File: src/tile_set_membership_assert.svh
// Assertion macros used by the tile set membership datapath.
`ifndef TILE_SET_MEMBERSHIP_ASSERT_SVH
`define TILE_SET_MEMBERSHIP_ASSERT_SVH

// Check a property at every clock edge outside reset.
`define TSM_ASSERT(lbl, prop, msg) \
    lbl: assert property (@(posedge clk) disable iff (!rst_n) (prop)) else $error(msg);

// Check that a condition implies a consequence in the same cycle.
`define TSM_ASSERT_IMP(lbl, ante, cons, msg) \
    lbl: assert property (@(posedge clk) disable iff (!rst_n) (ante) |-> (cons)) else $error(msg);

`endif

File: src/tsm_pkg.sv
// Package with sizes, payload types, codes and control structs of the tile set.
`default_nettype none

package tsm_pkg;

    // Storage and coordinate sizes
    localparam int TABLE_DEPTH = 1024;
    localparam int COORD_BITS  = 20;
    localparam int ZOOM_W      = 5;
    localparam int KEY_W       = 2 * COORD_BITS;
    localparam int ADDR_W      = $clog2(TABLE_DEPTH);
    localparam int CNT_W       = $clog2(TABLE_DEPTH + 1);

    // Configuration port
    localparam int CFG_IDX_W = 1;
    localparam int CFG_W     = ZOOM_W;
    localparam logic [CFG_IDX_W-1:0] CFG_ENABLE    = 1'd0;
    localparam logic [CFG_IDX_W-1:0] CFG_BASE_ZOOM = 1'd1;

    // Operation codes
    localparam logic OP_ADD   = 1'b0;
    localparam logic OP_QUERY = 1'b1;

    // Result status codes
    typedef logic [1:0] status_t;
    localparam status_t STATUS_OK    = 2'd0;
    localparam status_t STATUS_ZOOM  = 2'd1;
    localparam status_t STATUS_RANGE = 2'd2;
    localparam status_t STATUS_FULL  = 2'd3;

    // Input transaction
    typedef struct packed {
        logic                  operation;
        logic [ZOOM_W-1:0]     zoom;
        logic [COORD_BITS-1:0] x;
        logic [COORD_BITS-1:0] y;
    } tsm_in_t;

    // Output transaction
    typedef struct packed {
        logic    found;
        status_t status;
    } tsm_out_t;

    // Commands from the controller to the datapath
    typedef struct packed {
        logic    load;
        logic    search_init;
        logic    search_rd;
        logic    search_upd;
        logic    shift_init;
        logic    shift_rd;
        logic    shift_wr;
        logic    insert;
        logic    res_load;
        logic    res_found;
        status_t res_status;
    } tsm_cmd_t;

    // Status from the datapath to the controller
    typedef struct packed {
        logic is_query;
        logic enabled;
        logic zoom_bad;
        logic range_bad;
        logic search_more;
        logic hit;
        logic full;
        logic shift_more;
        logic out_free;
    } tsm_stat_t;

endpackage

`default_nettype wire

File: src/tsm_ctrl.sv
// Controller: sequences checks, binary search, shift, insert and result delivery.
`default_nettype none

module tsm_ctrl (
    input  wire logic               clk,
    input  wire logic               rst_n,
    input  wire logic               in_valid,
    output logic                    in_ready,
    input  wire tsm_pkg::tsm_stat_t stat,
    output tsm_pkg::tsm_cmd_t       cmd
);

    localparam logic [2:0] S_IDLE     = 3'd0;
    localparam logic [2:0] S_CHECK    = 3'd1;
    localparam logic [2:0] S_SEARCH   = 3'd2;
    localparam logic [2:0] S_CMP      = 3'd3;
    localparam logic [2:0] S_DECIDE   = 3'd4;
    localparam logic [2:0] S_SHIFT_RD = 3'd5;
    localparam logic [2:0] S_SHIFT_WR = 3'd6;
    localparam logic [2:0] S_DONE     = 3'd7;

    logic [2:0]       state_reg;
    logic [2:0]       state_next;
    logic             found_reg;
    logic             found_next;
    tsm_pkg::status_t status_reg;
    tsm_pkg::status_t status_next;

    // Sequence one transaction at a time
    always_comb
    begin
        state_next  = state_reg;
        found_next  = found_reg;
        status_next = status_reg;
        cmd         = '0;
        in_ready    = 1'b0;
        unique case (state_reg)
            S_IDLE:
            begin
                in_ready = 1'b1;
                if (in_valid)
                begin
                    cmd.load   = 1'b1;
                    state_next = S_CHECK;
                end
            end
            S_CHECK:
            begin
                found_next  = 1'b0;
                status_next = tsm_pkg::STATUS_OK;
                priority if (!stat.enabled)
                begin
                    found_next = stat.is_query;
                    state_next = S_DONE;
                end
                else if (stat.is_query)
                begin
                    cmd.search_init = 1'b1;
                    state_next      = S_SEARCH;
                end
                else if (stat.zoom_bad)
                begin
                    status_next = tsm_pkg::STATUS_ZOOM;
                    state_next  = S_DONE;
                end
                else if (stat.range_bad)
                begin
                    status_next = tsm_pkg::STATUS_RANGE;
                    state_next  = S_DONE;
                end
                else
                begin
                    cmd.search_init = 1'b1;
                    state_next      = S_SEARCH;
                end
            end
            S_SEARCH:
            begin
                if (stat.search_more)
                begin
                    cmd.search_rd = 1'b1;
                    state_next    = S_CMP;
                end
                else
                begin
                    state_next = S_DECIDE;
                end
            end
            S_CMP:
            begin
                cmd.search_upd = 1'b1;
                state_next     = S_SEARCH;
            end
            S_DECIDE:
            begin
                priority if (stat.is_query)
                begin
                    found_next = stat.hit;
                    state_next = S_DONE;
                end
                else if (stat.hit)
                begin
                    state_next = S_DONE;
                end
                else if (stat.full)
                begin
                    status_next = tsm_pkg::STATUS_FULL;
                    state_next  = S_DONE;
                end
                else
                begin
                    cmd.shift_init = 1'b1;
                    state_next     = S_SHIFT_RD;
                end
            end
            S_SHIFT_RD:
            begin
                if (stat.shift_more)
                begin
                    cmd.shift_rd = 1'b1;
                    state_next   = S_SHIFT_WR;
                end
                else
                begin
                    cmd.insert = 1'b1;
                    state_next = S_DONE;
                end
            end
            S_SHIFT_WR:
            begin
                cmd.shift_wr = 1'b1;
                state_next   = S_SHIFT_RD;
            end
            S_DONE:
            begin
                if (stat.out_free)
                begin
                    cmd.res_load = 1'b1;
                    state_next   = S_IDLE;
                end
            end
            default:
            begin
                state_next = S_IDLE;
            end
        endcase
        cmd.res_found  = found_reg;
        cmd.res_status = status_reg;
    end

    always_ff @(posedge clk or negedge rst_n)
    begin
        if (!rst_n)
        begin
            state_reg  <= S_IDLE;
            found_reg  <= 1'b0;
            status_reg <= tsm_pkg::STATUS_OK;
        end
        else
        begin
            state_reg  <= state_next;
            found_reg  <= found_next;
            status_reg <= status_next;
        end
    end

endmodule

`default_nettype wire
File: config.mk
export PLATFORM = sky130hd
export DESIGN_NAME = tsm_ctrl
export DESIGN_NICKNAME = d
export VERILOG_FILES = /design/src/tile_set_membership_assert.svh /design/src/tsm_pkg.sv /design/src/tsm_ctrl.sv
export SDC_FILE = /design/constraint.sdc
export NUM_CORES = 1
export LEC_CHECK = 0
export BUFFER_PORTS_ARGS = -buffer_cell sky130_fd_sc_hd__buf_2
export CORE_MARGIN = 2
export CORE_UTILIZATION = 30
export CTS_CLUSTER_DIAMETER = 50
export DETAILED_ROUTE_END_ITERATION = 10
export PLACE_DENSITY = 0.54
export REMOVE_ABC_BUFFERS = 1
export SLEW_MARGIN = 0
export SYNTH_ARGS = -nofsm -noshare
export SYNTH_HDL_FRONTEND = slang
export SYNTH_SLANG_ARGS = --single-unit
File: constraint.sdc
create_clock -name clk -period 1.8 [get_ports clk]
set_input_delay 0.27 -clock clk [delete_from_list [all_inputs] [get_ports clk]]
set_output_delay 0.27 -clock clk [all_outputs]
set_load 0.01 [all_outputs]
-- Yosys cells after proc, flatten, opt, wreduce, memory -nomap -nowiden
Index checks and enable logic that the tools add are counted.
- muxes and demuxes: 45
- equality and inequality tests: 13
- reduce and logical (&&, ||, !) cells: 5
- operators with widths (kind ; count):
    $mux W3 ; 9
    $mux W1 ; 25
    $pmux W3 S8 ; 1
    $mux W2 ; 8
    $eq A3 B3 Y1 const B ; 4
    $ne A2 B2 Y1 const B ; 6
    $eq A3 B2 Y1 const B ; 2
    $pmux W2 S2 ; 1
    $reduce_and A2 Y1 ; 2
    $reduce_and A4 Y1 ; 1
    $eq A3 B1 Y1 const B ; 1
    $logic_not A3 Y1 ; 1
    $pmux W1 S2 ; 1
    $reduce_bool A2 Y1 ; 1
- input port bits: 12
- bits in registers: 6
- logic and storage cells: 66
- output and inout bits: 13

-- Logic depth before layout (Yosys ltp)
- word-level depth: 5
- mapped depth: 4
- mapped depth without buffers: 3

-- Least setup slack after synthesis
OpenSTA, ideal clock, no wires.
- path kind: register to output
- from: register state_reg[1]
- to: output cmd[11] (netlist name)
- cell stages (with the launch flop): 4
- slack: 370 ps
- path buffers: 1
- arrival time: 1160 ps
- data required time: 1530 ps
- path through: dfrtp_1 clkbuf_1 nor3_1 and2_1
- RTL lines (what ; line ; RTL):
    from (decl) ; tsm_ctrl.sv:22 ; logic [2:0] state_reg;
    from (signal assigned) ; tsm_ctrl.sv:161 ; state_reg <= state_next;
    to (decl) ; tsm_ctrl.sv:10 ; output tsm_pkg::tsm_cmd_t cmd

==> out/results.tsv <==
metric	value	unit
finalMaxSlewViolations	0	
p_total	880	µW
ys_top_cells_by_count	7 x nor2_1, 6 x dfrtp_1, 5 x inv_1, 5 x nand2_1	
wl_per_cell	11.2	µm
synth_most_common_cell	nor2_1	
startpoint_type	register	
die_width	42.4	µm
p_leak	0.316	nW
nets	95	
synth-seq-cells	6	
ios	25	
dp_hpwl	878	µm
fillers	141	
period_needed	1680	ps
yosysTopAreaCell	dfrtp_1	
clock_skew	3.96	ps
placed_area	567	µm²
cts_tree	done	
path_clk_slew	40	ps
vias	501	
grt_usage	13.2	%
crit_path_top_delay_cell	dfrtp_2	
path_class	reg2out	
worstSetupStartpoint	state_reg[1]	
clockBufferDepth	2	
cts.sinks	6	
ctsHtreeMaxLevel	1	
register_area	151	µm²
hp-class	in2reg	
grt_pass1_vias	439	
stdcell_count	96	
outcome	completed	
die_area	1800	µm²
period_share	93.6	%
synthTopCellsByArea	dfrtp_1 34%, nor2_1 5.9%, a31oi_1 4.2%	
placedCellCount	92	
dr.pass1.iters	4	
grt_overflow_total	0	
fmax	594	MHz
design_area	603	µm²
die_h	42.4	µm
initial_core_util	33.1	%
max-vdd-ir-drop	0.000476	V
ys.flop_type	dfrtp_1	
hold_viol	0	
cp.required	1530	ps
avgSynthCellArea	7.89	µm²
dpl_worst_slack	267	ps
area_growth	36.5	%
crit_chain	or3b_4 -> nor2_1 -> buf_2	
r2r-start	state_reg[2]	
post-route-drc-count	0	
rsz0062_at_grt	false	
place_congestion	0.782	
synth_enable_flop_cells	0	
multi_input_area	254	µm²
async_flop_share	100	%
antenna_found_initial	0	
yosysWarningCount	0	
final-setup-viol-count	0	
max-cap-violations	0	
fin_ws	116	ps
routed_wl	1080	µm
drtIter0Drc	13	
grt_max_degree	15	
min_from	stat[8]	
setup-tns-final	0	ps
insertion_delay	240	ps
antenna_cells	0	
syn_inst	56	
cts_buffers	3	
ant_nets	0	
path_max_fanout	14	
p_per_area	1460	nW/µm²
syn_area	442	µm²
yosysUniqueCellTypes	29	
largest_reg_flops	3	
grt_pass1_wl	1770	µm
end_kind	primary output	
worst_pin_slew	315	ps
cts_root_buf	clkbuf_4	
fp-row-count	13	
crit_arrival	1410	ps
synth_top_cell_area_share	34.0	%
core	1330	µm²
seq_area_frac_synth	34.0	%
slowest_delay	480	ps
slew_headroom	78.7	%
via_per_inst	5.22	
drive_gt1_share	37.0	%
portBuffers	24	
## layer usage
layer  part of all wire [%]  global-route usage [%]  up-vias  wire length (µm)
li1                       -                       -      254                 -
met1                     44                    15.5      224               477
met2                     47                    20.6       23               504
met3                    8.8                    7.33        0                95
met4                      0                    3.75        0                 0
met5                      0                       0        -                 0
## logic make-up (layout without fill, tap and decap cells)
| family | after synthesis | in the layout | synth area share [%] |
|---|---|---|---|
| buffers and inverters | 9 | 34 | 9.06 |
| AO/OA/AOI/OAI | 15 | 15 | 26.1 |
| flip-flops | 6 | 6 | 34.0 |
| AND/OR/NAND/NOR | 26 | 26 | 30.9 |
## final cells by class
cell class / instances / area share, %
clock buffer: 3 / 3.73
sequential: 6 / 25.1
tap: 15 / 3.11
timing repair buffer: 26 / 22.8
multi-input combinational: 41 / 42.1
inverter: 5 / 3.11
## report_power, final
group | switching, mW | leakage [nW] | internal [mW]
Combinational | 0.236 | 0.233 | 0.220
Clock | 0.0448 | 0.0138 | 0.0752
Sequential | 0.0977 | 0.0685 | 0.206
Total | 0.379 | 0.316 | 0.501
## metrics by stage
| step | hold WS [ps] | util, % |
|---|---|---|
| floorplan | -25.6 | - |
| global placement | 97.0 | 42.5 |
| detailed placement | 96.1 | 42.5 |
| CTS | 331 | 44.9 |
| global route | 349 | 45.2 |
| finish | 338 | 45.2 |
## critical path: cells and delay by family (launching register included)
kind / cells / cell delay, ps
and+or+nand+nor: 2 / 560
DFF: 1 / 480
buffers and inverters: 1 / 130
## what timing repair did
action / CTS / global route
hold buffers: 1 / 0
endpoints found under the setup margin: 0 / 1
setup buffers: 0 / 0
endpoints found under the hold margin: 6 / 0
resized for setup: 0 / 2
## final timing paths
kind / end / depth (start not counted) / slack (ps)
min: found_reg / 2 / 340
max in group asynchronous: state_reg[1] / 2 / 1260
min reg2reg: status_reg[1] / 2 / 530
max reg2reg: state_reg[0] / 4 / 480
min in group asynchronous: status_reg[0] / 2 / 390
max: cmd[10] / 3 / 120
## cell usage in the layout (no fill, tap or decap), drive strengths merged
| cell | count |
|---|---|
| and4 | 1 |
| o22ai | 1 |
| o21bai | 1 |
| and2 | 2 |
| buf | 25 |
| or3b | 1 |
| a32oi | 1 |
| a21oi | 1 |
| nand4 | 1 |
| a22oi | 1 |
| and3 | 1 |
| inv | 5 |
| nor2b | 3 |
| o2bb2ai | 2 |
| clkbuf | 3 |
| dfrtp | 6 |
| o311ai | 1 |
| o32ai | 1 |
| a32o | 1 |
| nor3 | 3 |
| a21o | 1 |
| nor3b | 1 |
| nor2 | 7 |
| dlygate4sd3 | 1 |
| or2b | 1 |
| nand2 | 5 |
| a31oi | 3 |
| a221oi | 1 |
No activity file was read; power rests on OpenSTA's default activity.
